## src/rtl/core/osm_ram.sv

```systemverilog
`timescale 1ns / 1ps
// ----------------------------------------------------------------------------
// osm_ram: generic single-port RAM
// One write or one read per cycle; read data is registered.
// ----------------------------------------------------------------------------
module osm_ram #(
	parameter int Width = 8,
	parameter int Depth = 16
) (
	input  logic                     clk,
	input  logic                     we,
	input  logic [$clog2(Depth)-1:0] addr,
	input  logic [Width-1:0]         wdata,
	output logic [Width-1:0]         rdata
);
	logic [Width-1:0] mem [Depth];

	always_ff @(posedge clk) begin
		if (we) begin
			mem[addr] <= wdata;
		end
		rdata <= mem[addr];
	end
endmodule

```

## config.mk

```make
export PLATFORM = sky130hd
export DESIGN_NAME = osm_ram
export DESIGN_NICKNAME = d
export VERILOG_FILES = /design/src/rtl/core/osm_ram.sv
export SDC_FILE = /design/constraint.sdc
export NUM_CORES = 1
export LEC_CHECK = 0
export BUFFER_PORTS_ARGS = -buffer_cell sky130_fd_sc_hd__clkbuf_2
export CORE_ASPECT_RATIO = 1.5
export CORE_MARGIN = 8
export CORE_UTILIZATION = 60
export CTS_CLUSTER_DIAMETER = 30
export CTS_CLUSTER_SIZE = 25
export DETAILED_ROUTE_END_ITERATION = 12
export PLACE_DENSITY = 0.78
export SYNTH_ARGS = -nofsm -noshare
export SYNTH_HDL_FRONTEND = slang
export SYNTH_SLANG_ARGS = --single-unit
```

## constraint.sdc

```tcl
create_clock -name clk -period 5 [get_ports clk]
set_clock_uncertainty 0.2 [all_clocks]
set_input_delay 1 -clock clk [delete_from_list [all_inputs] [get_ports clk]]
set_output_delay 1 -clock clk [all_outputs]
set_load 0.05 [all_outputs]
```

# [Word-level counts from Yosys, hierarchy flattened]
# Memories as Yosys holds them, arrays and structs flattened. A register that Yosys moved wholly into a read port is not among the register bits.
# Cells that the tools add are included.
[word_totals] ramBits=128 ff_bits=0 out_inout_bits=8 in_bits=14 wordCells=3 n_memories=1
[classes] mux=2
[memory_table] name="mem" depth=16 width=8 read_ports=1 rd_clocked_by_memory_dff=1 write_ports=1 line_no="16" rtl="logic [Width-1:0] mem [Depth];"
[ops] operator="$mux W1" count=2

# [Logic depth before layout (Yosys ltp)]
[depth] depth_word=2 ltp_mapped=5 ltp_nobuf=3

# [Worst setup path before layout]
# Ideal clock, no wire load.
[synth_timing] kind="in2reg" startpoint="input addr[2]" endpoint="memory mem[0][0] (enable)" setup_time_ps=383 path_slack_ps=2307 path_stages=2 path_buffers=0 t_arrival_ps=2110 t_required_ps=4417 cell_sequence="or3b_2 -> nor3_1"
[synth_rtl] element="from (decl)" line_no="12" rtl="input logic [$clog2(Depth)-1:0] addr,"
[synth_rtl] element="to (decl)" line_no="16"
# Straight into the memory's write port.

# [Final worst setup path]
[layout_timing] startpoint="input addr[0]" endpoint="memory mem[12][4] (enable)"
# Straight into the memory's write port.

==> results.json <==
{
  "outcome": "completed",
  "grt_max_degree": 40,
  "leakagePower_nw": 1.89,
  "power_switching_mw": 0.521,
  "fin_util_pct": 69.8,
  "tns_ns": 0,
  "worst_slack_ns": 1.99,
  "grt_pass1_vias": 2569,
  "synth_fp_nets": 244,
  "rsz0062_at_grt": "no",
  "swShare_pct": 20.7,
  "avgRoutedWirePerCell_microns": 25.1,
  "path_clk_slew_ns": 0.06,
  "drtPass1Iterations": 5,
  "pwr-share-seq_pct": 51.1,
  "dpl.cell_count": 351,
  "cts.repair.resized": 0,
  "die_h_microns": 129,
  "core_area_sq_um": 8310,
  "postSynthCellCount": 230,
  "wl_microns": 9620,
  "cp-start-kind": "input pin",
  "die_x_microns": 91.0,
  "hold-worst-slack_ns": 0.489,
  "htree_levels": 4,
  "ys_ff_latch": 136,
  "syn2layout_area_growth_pct": 14.4,
  "avgSynthCellArea_sq_um": 22.0,
  "place_ws_ns": 1.54,
  "avgViaCountPerCell": 6.17,
  "die_area_sq_um": 11700,
  "critical_path_arrival_ns": 2.84,
  "post_dp_cell_area_sq_um": 5280,
  "start_util_pct": 61.0,
  "design_area_sq_um": 5800,
  "yosysSeqAreaShare_pct": 79.0,
  "max_freq_ghz": 0.332,
  "dp.final_hpwl_microns": 5930,
  "synth_area_sq_um": 5070,
  "met2_usage_pct": 30.8,
  "maxSlewHeadroom_pct": 26.8,
  "cts_buffers": 17,
  "drive_gt1_share_pct": 29.7,
  "root_buffer": "clkbuf_16",
  "cp_num_buf_inv": 2,
  "row_count": 41,
  "post_cts_buffers": 0,
  "finalSetupViolCount": 0,
  "max_slew.worst_pin.slew_ns": 1.09,
  "hp-class": "reg -> reg",
  "finalPower_mw": 2.51,
  "p_int_mw": 1.99,
  "cts_hold_buf": 0,
  "drc": 0,
  "path_delay_family": "buffers and inverters",
  "finalMaxSlewViolations": 0,
  "critical_path.slowest_cell": "nor3_1",
  "nets": 277,
  "criticalPathCategory": "in -> reg",
  "fin_crit_sh_pct": 60.3,
  "peakVddDrop_v": 0.000315,
  "clockBufferDepth": 2,
  "cts_sinks": 136,
  "crit_path_max_fanout": 26,
  "antenna_found_initial": 0,
  "track_usage_pct": 18.1,
  "overflow": 0,
  "yosysUniqueCellTypes": 18,
  "power_frac_clock_pct": 43.4,
  "antenna_cells": 0,
  "setup.worst_path.end_class": "flop",
  "clock_latency_ns": 0.41,
  "yosysWarnings": 0,
  "io_buffers": 21,
  "grtUsageMet3_pct": 5.65,
  "critPathRequiredTime_ns": 4.82,
  "nFillCells": 502,
  "num_vias": 2362,
  "use_met1_pct": 19.3,
  "p_comb_share_pct": 5.5,
  "maxCapViolations": 0,
  "period_needed_ns": 3.01,
  "cts_tree": "done",
  "final_cells": 383,
  "first_iter_violations": 314,
  "path_cells": "clkbuf_2, buf_4, nor3_1",
  "cpPeakStageDelay_ns": 0.89,
  "hold_viol_final": 0,
  "grt.busiest_layer": "met2",
  "gp_congestion": 0.799,
  "boundaryPins": 22,
  "power.density_nw_per_um2": 434,
  "drtAntennaViolNets": 0,
  "grt_pass1_wl_microns": 14700
}
## registers in the layout, summed over array words and instances (netlist names)
| signal | cells |
|---|---|
| rdata | 8 |
| mem | 128 |
## final cells by class
cell class | instances | area (sq um) | share of cell area (%)
Tap cell | 107 | 134 | 2.31
Clock buffer | 21 | 440 | 7.59
Multi-Input combinational cell | 83 | 1000 | 17.3
Sequential cell | 136 | 4000 | 69.0
Clock inverter | 11 | 82.6 | 1.42
Timing Repair Buffer | 25 | 135 | 2.33
## worst reg2reg max path: stages (launching register included)
cell      delay (ns)
edfxtp_1        0.36
mux4_2          0.46
a22oi_1         0.30
nand2_1         0.14
## layer usage
layer | wire length, microns | part of all wire [%]
met1 | 3340 | 35
met2 | 5380 | 56
met3 | 720 | 7.5
met4 | 170 | 1.8
met5 | 0 | 0
## power groups by stage
stage | Clock (mW) | Sequential (mW) | Combinational, mW
4_1_cts | 1.11 | 1.28 | 0.141
2_1_floorplan | 0 | 1.33 | 0.0657
3_5_place_dp | 0 | 1.31 | 0.139
6_report | 1.09 | 1.28 | 0.139
3_3_place_gp | 0 | 1.31 | 0.137
5_1_grt | 1.15 | 1.29 | 0.148
## Yosys cell counts
master    number  share of area [%]
a22oi_1       16                2.4
and2_1         1               0.12
nor3_1         4               0.40
mux4_2        32                 14
nand3_1        1              0.099
buf_6          2               0.44
dfxtp_1        8                3.2
nor2_1        13               0.96
buf_1          4               0.30
nand2_1        9               0.67
nand3b_1       2               0.30
nand2b_1       2               0.25
buf_2          2               0.20
edfxtp_1     128                 76
clkbuf_2       1              0.099
or3b_2         1               0.17
clkbuf_1       2               0.15
nor2b_1        2               0.25
## layout by cell type (no fill, tap or decap)
master	netlist	routed
edfxtp_1	128	128
mux4_2	32	32
clkbuf_2	1	21
clkbuf_16	0	17
a22oi_1	16	16
nor2_1	13	13
nand2_1	9	9
dfxtp_1	8	8
nor3_1	4	4
clkinv_1	0	4
clkbuf_1	2	4
buf_4	0	4
clkinvlp_4	0	3
clkinv_2	0	3
nor2b_1	2	2
nand3b_1	2	2
nand2b_1	2	2
and2_1	1	1
nand3_1	1	1
or3b_2	1	1
bufinv_16	0	1
## final timing paths
check | from | to | slack (ns) | depth (start not counted)
max | addr[0] | mem[12][4] | 1.99 | 3
min | mem[15][7] | rdata[7] | 0.49 | 3
max reg2reg | mem[2][5] | rdata[5] | 3.41 | 3
min reg2reg | mem[15][7] | rdata[7] | 0.49 | 3
## logic make-up (layout without fill, tap and decap cells)
kind of cell / Yosys count / count (layout) / share of synthesized area [%]
AND/OR/NAND/NOR: 35 / 35 / 3.21
buffers and inverters: 11 / 57 / 1.19
AO/OA/AOI/OAI: 16 / 16 / 2.37
flip-flops: 136 / 136 / 79.0
multiplexers: 32 / 32 / 14.2
No activity file was read; power rests on OpenSTA's default activity.
